==> config.mk <==
export PLATFORM = sky130hd
export DESIGN_NAME = lexicographic_permutation_generator_core
export DESIGN_NICKNAME = d
export VERILOG_FILES = /design/src/hdl/lpg_pkg.sv /design/src/hdl/lexicographic_permutation_generator_core.sv
export SDC_FILE = /design/constraint.sdc
export NUM_CORES = 1
export LEC_CHECK = 0
export BUFFER_PORTS_ARGS = -buffer_cell sky130_fd_sc_hd__buf_4
export CAP_MARGIN = 10
export CORE_ASPECT_RATIO = 0.9
export CORE_MARGIN = 2
export CORE_UTILIZATION = 60
export DETAILED_ROUTE_END_ITERATION = 8
export GPL_ROUTABILITY_DRIVEN = 0
export PLACE_DENSITY = 0.77
export SYNTH_ARGS = -nofsm -noshare
export SYNTH_HDL_FRONTEND = slang
export SYNTH_SLANG_ARGS = --single-unit
export TNS_END_PERCENT = 20
==> constraint.sdc <==
create_clock -name clk -period 5.01 [get_ports clk]
set_clock_uncertainty 0.05 [all_clocks]
set_input_delay 0 -clock clk [delete_from_list [all_inputs] [get_ports clk]]
set_output_delay 0 -clock clk [all_outputs]
set_load 0.02 [all_outputs]
==> src/hdl/lpg_pkg.sv <==
`timescale 1ns / 1ps
`default_nettype none
package lpg_pkg;

	// string capacity and derived widths
	localparam int unsigned MAX_LEN = 8;
	localparam int unsigned IDX_W   = (MAX_LEN > 1) ? $clog2(MAX_LEN) : 1;
	localparam int unsigned LEN_W   = $clog2(MAX_LEN + 1);
	localparam int unsigned CHAR_W  = 8;
	localparam int unsigned UPC_W   = 5;

	typedef enum logic [1:0] {
		CMD_CLEAR = 2'd0,
		CMD_LOAD  = 2'd1,
		CMD_EMIT  = 2'd2,
		CMD_RSVD  = 2'd3
	} cmd_t;

	typedef struct packed {
		cmd_t              command;
		logic [CHAR_W-1:0] char_in;
	} req_t;

	typedef struct packed {
		logic [CHAR_W-1:0] char_out;
		logic              last_char;
		logic              final_arrangement;
	} rsp_t;

	// datapath operations of one control word
	typedef enum logic [4:0] {
		U_NOP,
		U_CLEAR,
		U_LD_INIT,
		U_LD_SHIFT,
		U_LD_PUT,
		U_EM_INIT,
		U_SAVE_B,
		U_DEC_A,
		U_PIV_TEST,
		U_OUT_INIT,
		U_EMIT,
		U_ADV_INIT,
		U_SCAN_B,
		U_SWAP_P,
		U_SWAP_J,
		U_SAVE_A,
		U_WR_A,
		U_WR_B_STEP
	} uop_t;

	// branch conditions
	typedef enum logic [3:0] {
		C_NEXT,
		C_JUMP,
		C_FULL,
		C_A_ZERO,
		C_A_NZ,
		C_CH_GT,
		C_LEN_ZERO,
		C_RD_LT_B,
		C_A_NLAST,
		C_FIN,
		C_RD_LE_A,
		C_A_GE_B
	} cond_t;

	// position store read address source
	typedef enum logic [1:0] {
		RA_NONE,
		RA_A,
		RA_B
	} pos_ra_t;

	// character store read address source
	typedef enum logic [1:0] {
		CA_NONE,
		CA_AM1,
		CA_POS
	} ch_ra_t;

	typedef struct packed {
		uop_t             op;
		pos_ra_t          pos_ra;
		ch_ra_t           ch_ra;
		cond_t            cond;
		logic [UPC_W-1:0] target;
	} ucode_t;

	// program step addresses
	localparam logic [UPC_W-1:0] S_IDLE = 5'd0;
	localparam logic [UPC_W-1:0] S_CLR  = 5'd1;
	localparam logic [UPC_W-1:0] S_L0   = 5'd2;
	localparam logic [UPC_W-1:0] S_L1   = 5'd3;
	localparam logic [UPC_W-1:0] S_L2   = 5'd4;
	localparam logic [UPC_W-1:0] S_L3   = 5'd5;
	localparam logic [UPC_W-1:0] S_E0   = 5'd6;
	localparam logic [UPC_W-1:0] S_E1   = 5'd7;
	localparam logic [UPC_W-1:0] S_E2   = 5'd8;
	localparam logic [UPC_W-1:0] S_E3   = 5'd9;
	localparam logic [UPC_W-1:0] S_E4   = 5'd10;
	localparam logic [UPC_W-1:0] S_E5   = 5'd11;
	localparam logic [UPC_W-1:0] S_E6   = 5'd12;
	localparam logic [UPC_W-1:0] S_O0   = 5'd13;
	localparam logic [UPC_W-1:0] S_O1   = 5'd14;
	localparam logic [UPC_W-1:0] S_O2   = 5'd15;
	localparam logic [UPC_W-1:0] S_O3   = 5'd16;
	localparam logic [UPC_W-1:0] S_A0   = 5'd17;
	localparam logic [UPC_W-1:0] S_A1   = 5'd18;
	localparam logic [UPC_W-1:0] S_A2   = 5'd19;
	localparam logic [UPC_W-1:0] S_A3   = 5'd20;
	localparam logic [UPC_W-1:0] S_A4   = 5'd21;
	localparam logic [UPC_W-1:0] S_R0   = 5'd22;
	localparam logic [UPC_W-1:0] S_R1   = 5'd23;
	localparam logic [UPC_W-1:0] S_R2   = 5'd24;
	localparam logic [UPC_W-1:0] S_R3   = 5'd25;
	localparam logic [UPC_W-1:0] S_R4   = 5'd26;

	function automatic ucode_t uw(input uop_t op, input pos_ra_t pra, input ch_ra_t cra,
			input cond_t cond, input logic [UPC_W-1:0] tgt);
		ucode_t w;
		w.op     = op;
		w.pos_ra = pra;
		w.ch_ra  = cra;
		w.cond   = cond;
		w.target = tgt;
		return w;
	endfunction

	// control store
	function automatic ucode_t ucode_rom(input logic [UPC_W-1:0] pc);
		ucode_t w;
		case (pc)
			// clear
			S_CLR:  w = uw(U_CLEAR,     RA_NONE, CA_NONE, C_JUMP,     S_IDLE);
			// sorted insert of one character
			S_L0:   w = uw(U_LD_INIT,   RA_NONE, CA_NONE, C_FULL,     S_IDLE);
			S_L1:   w = uw(U_NOP,       RA_NONE, CA_AM1,  C_A_ZERO,   S_L3);
			S_L2:   w = uw(U_LD_SHIFT,  RA_NONE, CA_NONE, C_CH_GT,    S_L1);
			S_L3:   w = uw(U_LD_PUT,    RA_NONE, CA_NONE, C_JUMP,     S_IDLE);
			// pivot search from the right
			S_E0:   w = uw(U_EM_INIT,   RA_NONE, CA_NONE, C_LEN_ZERO, S_IDLE);
			S_E1:   w = uw(U_NOP,       RA_A,    CA_NONE, C_NEXT,     S_IDLE);
			S_E2:   w = uw(U_SAVE_B,    RA_NONE, CA_NONE, C_A_ZERO,   S_O0);
			S_E3:   w = uw(U_DEC_A,     RA_NONE, CA_NONE, C_NEXT,     S_IDLE);
			S_E4:   w = uw(U_NOP,       RA_A,    CA_NONE, C_NEXT,     S_IDLE);
			S_E5:   w = uw(U_PIV_TEST,  RA_NONE, CA_NONE, C_RD_LT_B,  S_O0);
			S_E6:   w = uw(U_NOP,       RA_NONE, CA_NONE, C_A_NZ,     S_E3);
			// send out the arrangement
			S_O0:   w = uw(U_OUT_INIT,  RA_NONE, CA_NONE, C_NEXT,     S_IDLE);
			S_O1:   w = uw(U_NOP,       RA_A,    CA_NONE, C_NEXT,     S_IDLE);
			S_O2:   w = uw(U_NOP,       RA_NONE, CA_POS,  C_NEXT,     S_IDLE);
			S_O3:   w = uw(U_EMIT,      RA_NONE, CA_NONE, C_A_NLAST,  S_O1);
			// rightmost larger element and swap
			S_A0:   w = uw(U_ADV_INIT,  RA_NONE, CA_NONE, C_FIN,      S_IDLE);
			S_A1:   w = uw(U_NOP,       RA_B,    CA_NONE, C_NEXT,     S_IDLE);
			S_A2:   w = uw(U_SCAN_B,    RA_NONE, CA_NONE, C_RD_LE_A,  S_A1);
			S_A3:   w = uw(U_SWAP_P,    RA_NONE, CA_NONE, C_NEXT,     S_IDLE);
			S_A4:   w = uw(U_SWAP_J,    RA_NONE, CA_NONE, C_NEXT,     S_IDLE);
			// suffix is descending: reverse it
			S_R0:   w = uw(U_NOP,       RA_NONE, CA_NONE, C_A_GE_B,   S_IDLE);
			S_R1:   w = uw(U_NOP,       RA_A,    CA_NONE, C_NEXT,     S_IDLE);
			S_R2:   w = uw(U_SAVE_A,    RA_B,    CA_NONE, C_NEXT,     S_IDLE);
			S_R3:   w = uw(U_WR_A,      RA_NONE, CA_NONE, C_NEXT,     S_IDLE);
			S_R4:   w = uw(U_WR_B_STEP, RA_NONE, CA_NONE, C_JUMP,     S_R0);
			default: w = uw(U_NOP,      RA_NONE, CA_NONE, C_JUMP,     S_IDLE);
		endcase
		return w;
	endfunction

	// program entry per command
	function automatic logic [UPC_W-1:0] start_step(input cmd_t cmd);
		logic [UPC_W-1:0] s;
		case (cmd)
			CMD_CLEAR: s = S_CLR;
			CMD_LOAD:  s = S_L0;
			CMD_EMIT:  s = S_E0;
			default:   s = S_IDLE;
		endcase
		return s;
	endfunction

endpackage
`default_nettype wire

==> src/hdl/lexicographic_permutation_generator_core.sv <==
`timescale 1ns / 1ps
`default_nettype none
// channel | signals                         | transfer when
// --------+---------------------------------+-----------------------
// request | req_valid, req_ready, req_data  | req_valid & req_ready
// result  | rsp_valid, rsp_ready, rsp_data  | rsp_valid & rsp_ready
//
// one request at a time, a microprogram step per cycle but while the output step is held,
// one port per store; clear empties the string; load does a sorted insert, moving larger
// stored characters up one place, and takes nothing when full; emit of n finds the pivot
// from the right, sends the n characters out, then, unless final, swaps the pivot with
// the rightmost larger entry and reverses the suffix
// reset clears length, valid bits, sequencer; a full result register holds the output step
module lexicographic_permutation_generator_core (
	input  wire              clk,
	input  wire              arst_n,
	input  wire              req_valid,
	output logic             req_ready,
	input  lpg_pkg::req_t    req_data,
	output logic             rsp_valid,
	input  wire              rsp_ready,
	output lpg_pkg::rsp_t    rsp_data
);
	import lpg_pkg::*;

	// sequencer
	logic [UPC_W-1:0] upc_q;
	ucode_t           cw;
	logic             hold;
	uop_t             op;
	logic             cond_hit;

	// datapath registers
	logic [LEN_W-1:0]  len_q;
	logic [LEN_W-1:0]  idx_a_q;
	logic [LEN_W-1:0]  idx_b_q;
	logic [IDX_W-1:0]  piv_q;
	logic [IDX_W-1:0]  va_q;
	logic [IDX_W-1:0]  vb_q;
	logic              fin_q;
	logic [CHAR_W-1:0] ch_q;

	// stores
	logic [CHAR_W-1:0] ch_mem [MAX_LEN];
	logic [IDX_W-1:0]  pos_mem [MAX_LEN];
	logic [MAX_LEN-1:0] pos_vld_q;
	logic [CHAR_W-1:0] ch_rd_q;
	logic [IDX_W-1:0]  pos_rd_q;

	// result register
	logic rsp_valid_q;
	rsp_t rsp_q;

	// store ports
	logic              ch_re;
	logic [IDX_W-1:0]  ch_ra;
	logic              ch_we;
	logic [IDX_W-1:0]  ch_wa;
	logic [CHAR_W-1:0] ch_wd;
	logic              pos_re;
	logic [IDX_W-1:0]  pos_ra;
	logic              pos_we;
	logic [IDX_W-1:0]  pos_wa;
	logic [IDX_W-1:0]  pos_wd;
	logic              vld_clr;

	// flags
	logic [LEN_W-1:0] len_m1;
	logic a_zero, a_last, ch_gt, rd_lt_b, rd_le_a, a_ge_b, full;

	assign cw   = ucode_rom(upc_q);
	assign hold = (cw.op == U_EMIT) && rsp_valid_q && !rsp_ready;
	assign op   = hold ? U_NOP : cw.op;

	assign req_ready = (upc_q == S_IDLE);
	assign rsp_valid = rsp_valid_q;
	assign rsp_data  = rsp_q;

	assign len_m1  = len_q - LEN_W'(1);
	assign a_zero  = (idx_a_q == '0);
	assign a_last  = (idx_a_q == len_m1);
	assign ch_gt   = (ch_rd_q > ch_q);
	assign rd_lt_b = (pos_rd_q < vb_q);
	assign rd_le_a = (pos_rd_q <= va_q);
	assign a_ge_b  = (idx_a_q >= idx_b_q);
	assign full    = (len_q == LEN_W'(MAX_LEN));

	// branch condition select
	always_comb begin
		case (cw.cond)
			C_NEXT:     cond_hit = 1'b0;
			C_JUMP:     cond_hit = 1'b1;
			C_FULL:     cond_hit = full;
			C_A_ZERO:   cond_hit = a_zero;
			C_A_NZ:     cond_hit = !a_zero;
			C_CH_GT:    cond_hit = ch_gt;
			C_LEN_ZERO: cond_hit = (len_q == '0);
			C_RD_LT_B:  cond_hit = rd_lt_b;
			C_A_NLAST:  cond_hit = !a_last;
			C_FIN:      cond_hit = fin_q;
			C_RD_LE_A:  cond_hit = rd_le_a;
			C_A_GE_B:   cond_hit = a_ge_b;
			default:    cond_hit = 1'b0;
		endcase
	end

	// step counter
	always_ff @(posedge clk or negedge arst_n) begin
		if (!arst_n) begin
			upc_q <= S_IDLE;
		end else if (upc_q == S_IDLE) begin
			if (req_valid) begin
				upc_q <= start_step(req_data.command);
			end
		end else if (!hold) begin
			upc_q <= cond_hit ? cw.target : upc_q + UPC_W'(1);
		end
	end

	// read address selects
	always_comb begin
		pos_re = (cw.pos_ra != RA_NONE);
		pos_ra = (cw.pos_ra == RA_B) ? idx_b_q[IDX_W-1:0] : idx_a_q[IDX_W-1:0];
		ch_re  = (cw.ch_ra != CA_NONE);
		ch_ra  = (cw.ch_ra == CA_POS) ? pos_rd_q : (idx_a_q[IDX_W-1:0] - IDX_W'(1));
	end

	// write port decode
	always_comb begin
		ch_we   = 1'b0;
		ch_wa   = idx_a_q[IDX_W-1:0];
		ch_wd   = ch_q;
		pos_we  = 1'b0;
		pos_wa  = idx_a_q[IDX_W-1:0];
		pos_wd  = pos_rd_q;
		vld_clr = 1'b0;
		case (op)
			U_CLEAR: begin
				vld_clr = 1'b1;
			end
			U_LD_SHIFT: begin
				ch_we = ch_gt;
				ch_wd = ch_rd_q;
			end
			U_LD_PUT: begin
				ch_we   = 1'b1;
				vld_clr = 1'b1;
			end
			U_SWAP_P: begin
				pos_we = 1'b1;
				pos_wa = piv_q;
				pos_wd = vb_q;
			end
			U_SWAP_J: begin
				pos_we = 1'b1;
				pos_wa = idx_b_q[IDX_W-1:0];
				pos_wd = va_q;
			end
			U_WR_A: begin
				pos_we = 1'b1;
			end
			U_WR_B_STEP: begin
				pos_we = 1'b1;
				pos_wa = idx_b_q[IDX_W-1:0];
				pos_wd = va_q;
			end
			default: begin
			end
		endcase
	end

	// character store
	always_ff @(posedge clk) begin
		if (ch_we) begin
			ch_mem[ch_wa] <= ch_wd;
		end
		if (ch_re) begin
			ch_rd_q <= ch_mem[ch_ra];
		end
	end

	// position store, unwritten entries read as identity
	always_ff @(posedge clk) begin
		if (pos_we) begin
			pos_mem[pos_wa] <= pos_wd;
		end
		if (pos_re) begin
			pos_rd_q <= pos_vld_q[pos_ra] ? pos_mem[pos_ra] : pos_ra;
		end
	end

	// control state
	always_ff @(posedge clk or negedge arst_n) begin
		if (!arst_n) begin
			len_q       <= '0;
			pos_vld_q   <= '0;
			rsp_valid_q <= 1'b0;
		end else begin
			if (vld_clr) begin
				pos_vld_q <= '0;
			end else if (pos_we) begin
				pos_vld_q[pos_wa] <= 1'b1;
			end
			if (op == U_CLEAR) begin
				len_q <= '0;
			end else if (op == U_LD_PUT) begin
				len_q <= len_q + LEN_W'(1);
			end
			if (op == U_EMIT) begin
				rsp_valid_q <= 1'b1;
			end else if (rsp_ready) begin
				rsp_valid_q <= 1'b0;
			end
		end
	end

	// request capture and work registers
	always_ff @(posedge clk) begin
		if (req_valid && req_ready) begin
			ch_q <= req_data.char_in;
		end
		case (op)
			U_LD_INIT: begin
				idx_a_q <= len_q;
			end
			U_LD_SHIFT: begin
				if (ch_gt) begin
					idx_a_q <= idx_a_q - LEN_W'(1);
				end
			end
			U_EM_INIT: begin
				idx_a_q <= len_m1;
				fin_q   <= 1'b1;
			end
			U_SAVE_B: begin
				vb_q <= pos_rd_q;
			end
			U_DEC_A: begin
				idx_a_q <= idx_a_q - LEN_W'(1);
			end
			U_PIV_TEST: begin
				vb_q <= pos_rd_q;
				if (rd_lt_b) begin
					fin_q <= 1'b0;
					piv_q <= idx_a_q[IDX_W-1:0];
					va_q  <= pos_rd_q;
				end
			end
			U_OUT_INIT: begin
				idx_a_q <= '0;
			end
			U_EMIT: begin
				rsp_q.char_out          <= ch_rd_q;
				rsp_q.last_char         <= a_last;
				rsp_q.final_arrangement <= fin_q;
				idx_a_q                 <= idx_a_q + LEN_W'(1);
			end
			U_ADV_INIT: begin
				idx_b_q <= len_m1;
			end
			U_SCAN_B: begin
				if (rd_le_a) begin
					idx_b_q <= idx_b_q - LEN_W'(1);
				end else begin
					vb_q <= pos_rd_q;
				end
			end
			U_SWAP_J: begin
				idx_a_q <= LEN_W'(piv_q) + LEN_W'(1);
				idx_b_q <= len_m1;
			end
			U_SAVE_A: begin
				va_q <= pos_rd_q;
			end
			U_WR_B_STEP: begin
				idx_a_q <= idx_a_q + LEN_W'(1);
				idx_b_q <= idx_b_q - LEN_W'(1);
			end
			default: begin
			end
		endcase
	end

endmodule
`default_nettype wire

* Word level (Yosys, flattened, before mapping) *
Memory sizes are Yosys's and may differ from the RTL's. A register that Yosys moved wholly into a read port is not among the register bits.
Index checks and enable logic that the tools add are counted.

word-level totals
  output and inout port bits = 12
  register bits = 57
  bits in read-only memories = 576
  memories = 3
  bits in writable memories = 88
  logic and storage cells = 149

cells by class
  reduce and logical (&&, ||, !) cells = 34
  eq/ne operators = 41
  multiplexer cells = 40
  order comparisons = 7
  $add $sub $neg = 8
  bitwise operators = 1

memories
  memory            words  width  read ports  clocked after Yosys merged registers in  wr ports  RTL line                                        text
  (name not given)  32     18     1           0                                        0         lpg_pkg.sv:133                                  case (pc)
  ch_mem            8      8      1           1                                        1         lexicographic_permutation_generator_core.sv:44  logic [CHAR_W-1:0] ch_mem [MAX_LEN];
  pos_mem           8      3      1           0                                        1         lexicographic_permutation_generator_core.sv:45  logic [IDX_W-1:0] pos_mem [MAX_LEN];

operator list
  cell                   number
  $eq A5 B4 Y1 const B   9
  $pmux W4 S7            1
  $mux W5                5
  $mux W8                3
  $pmux W3 S2            4
  $eq A4 B4 Y1 const B   5
  $eq A5 B3 Y1 const B   4
  $eq A4 B3 Y1 const B   4
  $mux W4                4
  $reduce_bool A2 Y1     8
  $mux W3                5
  $reduce_and A2 Y1      7
  $ne A2 B2 Y1 const B   6
  $pmux W4 S3            1
  $sub A4 B1 Y4 const B  3
  $mux W1                11
  $pmux W1 S11           1
  $eq A5 B2 Y1 const B   2
  $eq A5 B5 Y1 const B   2
  $reduce_or A2 Y1       5
  $pmux W3 S3            1
  $add A4 B1 Y4 const B  2
  $eq A4 B2 Y1 const B   2
  $gt A8 B8 Y1           1
  other kinds (25)       35

* Longest topological paths before layout *
An unclocked memory read counts as a cell.

  depth in word-level cells = 15
  depth in mapped cells = 16

* Worst setup path before layout *
Ideal clock, no wire load.

  kind = register to register
  from = register upc_q[1]
  to = memory ch_mem[5][0] (enable)
  setup slack = 1240 ps
  clock period less this slack = 3770 ps
  buffers on the path = 3
  cell stages (with the launch flop) = 14
  required time = 4577 ps
  data arrival time = 3337 ps
  setup time = 383 ps
  cells stage by stage = dfrtp_1 > clkbuf_1 > inv_1 > ha_1 > buf_4 > and2_1 > o311a_1 > nor2_1 > buf_2 > nand2_1 > nor3_2 > a21o_1 > nand2_1 > nor3_1

between the ends
  word-level cells in the longest chain between the ends = 9
  elaborated cells on any way between the ends = 10
  classes of those cells = eq/ne: 3; mux: 4; reduce/logical: 2; memory: 1

ends and longest elaborated chain
  item                                                 RTL line                                         text
  start: declaration                                   lexicographic_permutation_generator_core.sv:27   logic [UPC_W-1:0] upc_q;
  start signal: assignment                             lexicographic_permutation_generator_core.sv:113  upc_q <= start_step(req_data.command);
  start signal: assignment                             lexicographic_permutation_generator_core.sv:116  upc_q <= cond_hit ? cw.target : upc_q + UPC_W'(1);
  $mem_v2 Z32 W18 *                                    --
  $eq A5 B4 Y1                                         lexicographic_permutation_generator_core.sv:72   assign hold = (cw.op == U_EMIT) && rsp_valid_q && !rsp_ready;
  $logic_and A1 B1 Y1 (2 in series)                    lexicographic_permutation_generator_core.sv:72
  $mux W5 *                                            lexicographic_permutation_generator_core.sv:73   assign op = hold ? U_NOP : cw.op;
  $eq A5 B3 Y1 / $eq A5 B2 Y1 (equally long branches)  lexicographic_permutation_generator_core.sv:137  case (op)
  $pmux W1 S2 *                                        lexicographic_permutation_generator_core.sv:137
  $mux W1 *                                            lexicographic_permutation_generator_core.sv:174  if (ch_we) begin
  $mux W1 (implied by the code) *                      lexicographic_permutation_generator_core.sv:175  ch_mem[ch_wa] <= ch_wd;
  end: declaration                                     lexicographic_permutation_generator_core.sv:44

Mark *: on every way between the ends. The rest lies on a longest branch, timed or not.

* Worst setup path in the final report *
  from = register upc_q[2]
  to = register idx_a_q[3] (enable)

between the ends
  word-level cells in the longest chain between the ends = 9
  elaborated cells on any way between the ends = 17
  classes of those cells = eq/ne: 10; mux: 1; reduce/logical: 5; memory: 1

ends and longest elaborated chain
  item                                                 RTL line                                         text
  $mem_v2 Z32 W18 *                                    --
  $eq A5 B4 Y1                                         lexicographic_permutation_generator_core.sv:72
  $logic_and A1 B1 Y1 (2 in series)                    lexicographic_permutation_generator_core.sv:72
  $mux W5 *                                            lexicographic_permutation_generator_core.sv:73
  $eq A5 B4 Y1 / $eq A5 B5 Y1 (equally long branches)  lexicographic_permutation_generator_core.sv:222  case (op)
  $reduce_or A2 Y1 (no line)                           --
  $reduce_bool A7 Y1 (no line)                         --
  $reduce_and A2 Y1 (no line) *                        --
  end signal: assignment                               lexicographic_permutation_generator_core.sv:224  idx_a_q <= len_q;
  end signal: assignment                               lexicographic_permutation_generator_core.sv:228  idx_a_q <= idx_a_q - LEN_W'(1);
  end signal: assignment                               lexicographic_permutation_generator_core.sv:232  idx_a_q <= len_m1;
  end: declaration                                     lexicographic_permutation_generator_core.sv:35   logic [LEN_W-1:0] idx_a_q;

Marks and branches as above.
A chain may end at the register's enable or synchronous reset.

==> flow_summary.json <==
{
  "path_class": "flop to flop",
  "synth-edff-count": 135,
  "die_x_um": 126,
  "tns_ns": 0,
  "met3_usage_pct": 5.47,
  "htreeDepth": 4,
  "cts.clk_slew.worst_paths_ns": 0.06,
  "cts_buffers": 17,
  "timing.rr.start": "upc_q[2]$_DFFE_PN0P_",
  "fmax_mhz": 245,
  "cp-end-kind": "flop",
  "synth_ff_type": "edfxtp_1",
  "grt_pass1_vias": 5356,
  "synth_nets": 687,
  "dp_slack_ns": 1.05,
  "multi_input_area_um2": 3260,
  "crit_fanout": 25,
  "critPathRequiredTime_ns": 5.02,
  "hold_viol_final": 0,
  "cts.repair.resized": 0,
  "nFillCells": 884,
  "rsz0062_at_grt": "false",
  "leakagePower_nw": 3.44,
  "post-route-drc-count": 0,
  "die_y_um": 114,
  "post_drt_wl_per_cell_um": 21.4,
  "cts_setup_buffers": 0,
  "grt_use_met1_pct": 36.7,
  "fin_area_um2": 9100,
  "drive_gt1_share_pct": 18.2,
  "cts_tree": "built",
  "synth_cell_types": 81,
  "clkSinkCount": 153,
  "worstPathArrival_ns": 4.09,
  "synth_warnings": 0,
  "first_iter_violations": 853,
  "diodes": 0,
  "setup_viol_count_final": 0,
  "grt_max_degree": 33,
  "status": "finished, final reports clean",
  "power_density_nw_per_um2": 676,
  "area_delta_synth_final_pct": 12.3,
  "avgSynthCellArea_um2": 12.6,
  "antenna_found_initial": 0,
  "critPathSlowestCell": "dfrtp_1",
  "antenna_left": 0,
  "fin_crit_sh_pct": 81.5,
  "grt_overflow": 0,
  "io_buffers": 25,
  "core-area_um2": 13300,
  "grt_pass1_wl_um": 29100,
  "cp_num_buf_inv": 1,
  "slew_headroom_pct": 24.9,
  "clock-root-buffer": "clkbuf_16",
  "ff2ff_path_depth": 10,
  "hp-class": "input port to async pin",
  "syn-cell-area_um2": 8100,
  "io_pins": 26,
  "whs_ns": 0.0120,
  "dp_hpwl_um": 12700,
  "busiest_layer": "met2",
  "synth.yosys.seq_area_share_pct": 55.6,
  "nets": 724,
  "reg2reg_slack_ns": 0.93,
  "clockBufferDepth": 2,
  "post-route-min-period_ns": 4.08,
  "ir_drop_mv": 0.560,
  "crit_family": "compound AO/OA/AOI/OAI gates",
  "use_met2_pct": 43.1,
  "first_pass_iters": 7,
  "dpl-instance-area_um2": 8380,
  "tightestPinTransition_ns": 1.09,
  "drv_cap": 0,
  "num_rows": 40,
  "seq_area_um2": 4500,
  "vias_per_cell": 6.36,
  "critical_path.cell_chain": "inv_1 -> ha_1 -> nand2_1 -> nand2_1 -> o21ai_2 -> o21ai_0 -> o41a_1 -> o21ai_0 -> nor2_1 -> a21oi_1",
  "syn_inst": 641,
  "finalMaxSlewViolations": 0,
  "r2r-end": "idx_a_q[3]$_DFFE_PP_",
  "fin_ws_ns": 0.927,
  "start_kind": "flop",
  "initial_core_util_pct": 61.0,
  "ys_ff_latch": 153,
  "async_flop_share_pct": 11.8,
  "num_vias": 5459,
  "grt_usage_pct": 26.6,
  "final_util_pct": 68.6,
  "clock_latency_ns": 0.43,
  "postRouteWirelength_um": 18400,
  "dieArea_um2": 14400,
  "max_stage_delay_ns": 0.89
}
==> worst max path at each step <==
stage | cells past startpoint | from | slack (ns) | endpoint
2_1_floorplan | 13 | upc_q[1]$_DFFE_PN0P_ | 1.24 | ch_mem[5][0]$_DFFE_PP_
4_1_cts | 10 | upc_q[1]$_DFFE_PN0P_ | 1.04 | ch_mem[3][1]$_DFFE_PP_
6_report | 10 | upc_q[2]$_DFFE_PN0P_ | 0.93 | idx_a_q[3]$_DFFE_PP_
3_5_place_dp | 12 | upc_q[2]$_DFFE_PN0P_ | 1.05 | idx_a_q[1]$_DFFE_PP_
5_1_grt | 10 | upc_q[1]$_DFFE_PN0P_ | 0.70 | ch_mem[7][7]$_DFFE_PP_
3_3_place_gp | 9 | upc_q[1]$_DFFE_PN0P_ | 1.15 | pos_mem[7][1]$_DFFE_PP_
==> state kept, by name (all words and copies together), names as in the netlist, 5 cells and up <==
name       count
ch_mem        64
pos_mem       24
rsp_data      10
ch_q           8
ch_rd_q        8
pos_vld_q      8
upc_q          5
==> area by class of cell <==
class / instances / area share (%)
clock buffer: 22 / 5.10
tap: 168 / 2.31
sequential: 153 / 49.5
inverter: 44 / 1.82
clock inverter: 10 / 1.31
timing repair buffer: 45 / 4.15
multi-input combinational: 417 / 35.8
==> kinds of logic after synthesis <==
| group | Yosys count | synth area share, % |
|---|---|---|
| compound gates | 141 | 13.0 |
| xor+xnor | 16 | 2.13 |
| buf+inv | 71 | 4.16 |
| simple gates | 189 | 12.3 |
| fa+ha+maj | 32 | 4.95 |
| mux | 39 | 7.76 |
| flops | 153 | 55.6 |
==> synth_stat cells, types with 10 or more instances <==
cell type,n,area (µm²)
mux2_2,10,113
mux4_2,18,405
mux2i_1,11,110
dfrtp_1,18,450
nand2_1,55,206
clkbuf_1,11,41.3
ha_1,32,400
nand3_1,15,75.1
a21oi_1,18,90.1
nor2_1,47,176
xnor2_1,10,87.6
inv_1,42,158
edfxtp_1,135,4050
nor3_1,14,70.1
o21ai_0,35,175
==> cells in the final DEF (no fill, tap or decap), types with 5 or more instances in the layout <==
cell | netlist | layout
nor3_2 | 6 | 6
nor2_1 | 47 | 47
dfrtp_1 | 18 | 18
edfxtp_1 | 135 | 135
a31oi_1 | 5 | 5
and3_1 | 5 | 5
o211ai_1 | 6 | 6
buf_4 | 3 | 33
ha_1 | 32 | 32
clkbuf_16 | 0 | 17
a21o_1 | 9 | 9
a211oi_1 | 9 | 9
dlygate4sd3_1 | 0 | 11
nand3_1 | 15 | 15
nand2b_1 | 6 | 6
xnor2_1 | 10 | 10
nor3_1 | 14 | 14
o21ai_0 | 35 | 35
mux2i_1 | 11 | 11
mux2_2 | 10 | 10
mux4_2 | 18 | 18
a21oi_1 | 18 | 18
nand2_1 | 55 | 55
inv_1 | 42 | 42
nor3b_1 | 8 | 8
==> metrics by stage <==
| stage | power, mW | instances |
|---|---|---|
| 3_5_place_dp | 4.85 | 815 |
| 4_1_cts | 6.13 | 859 |
| 5_1_grt | 6.48 | 859 |
| 3_3_place_gp | 4.73 | 815 |
| 6_report | 6.15 | 859 |
| 2_1_floorplan | 4.15 | 641 |
==> report_power, final <==
group	leakage, nW	internal (mW)	switching, mW	total [mW]
clock	0.282	0.762	0.503	1.27
sequential	1.46	1.81	0.272	2.08
combinational	1.70	1.11	1.70	2.81
total	3.44	3.68	2.48	6.15
==> routing by layer <==
| layer | vias to the layer above | share of wire, % |
|---|---|---|
| li1 | 2501 | - |
| met1 | 2666 | 42 |
| met2 | 253 | 49 |
| met3 | 39 | 6.5 |
| met4 | 0 | 2.1 |
| met5 | - | 0 |
==> what timing repair did <==
action / in CTS / in global routing
setup endpoints to repair: 0 / 0
endpoints found under the hold margin: 28 / 0
hold buffers: 12 / 0
==> worst register-to-register path, stage by stage (launching register included) <==
cell and delay, ns:
dfrtp_1 0.89, inv_1 0.38, ha_1 0.32, nand2_1 0.07, nand2_1 0.12, o21ai_2 0.36
o21ai_0 0.20, o41a_1 0.59, o21ai_0 0.18, nor2_1 0.08, a21oi_1 0.49
Note: power is estimated with default switching activity, not from simulation.
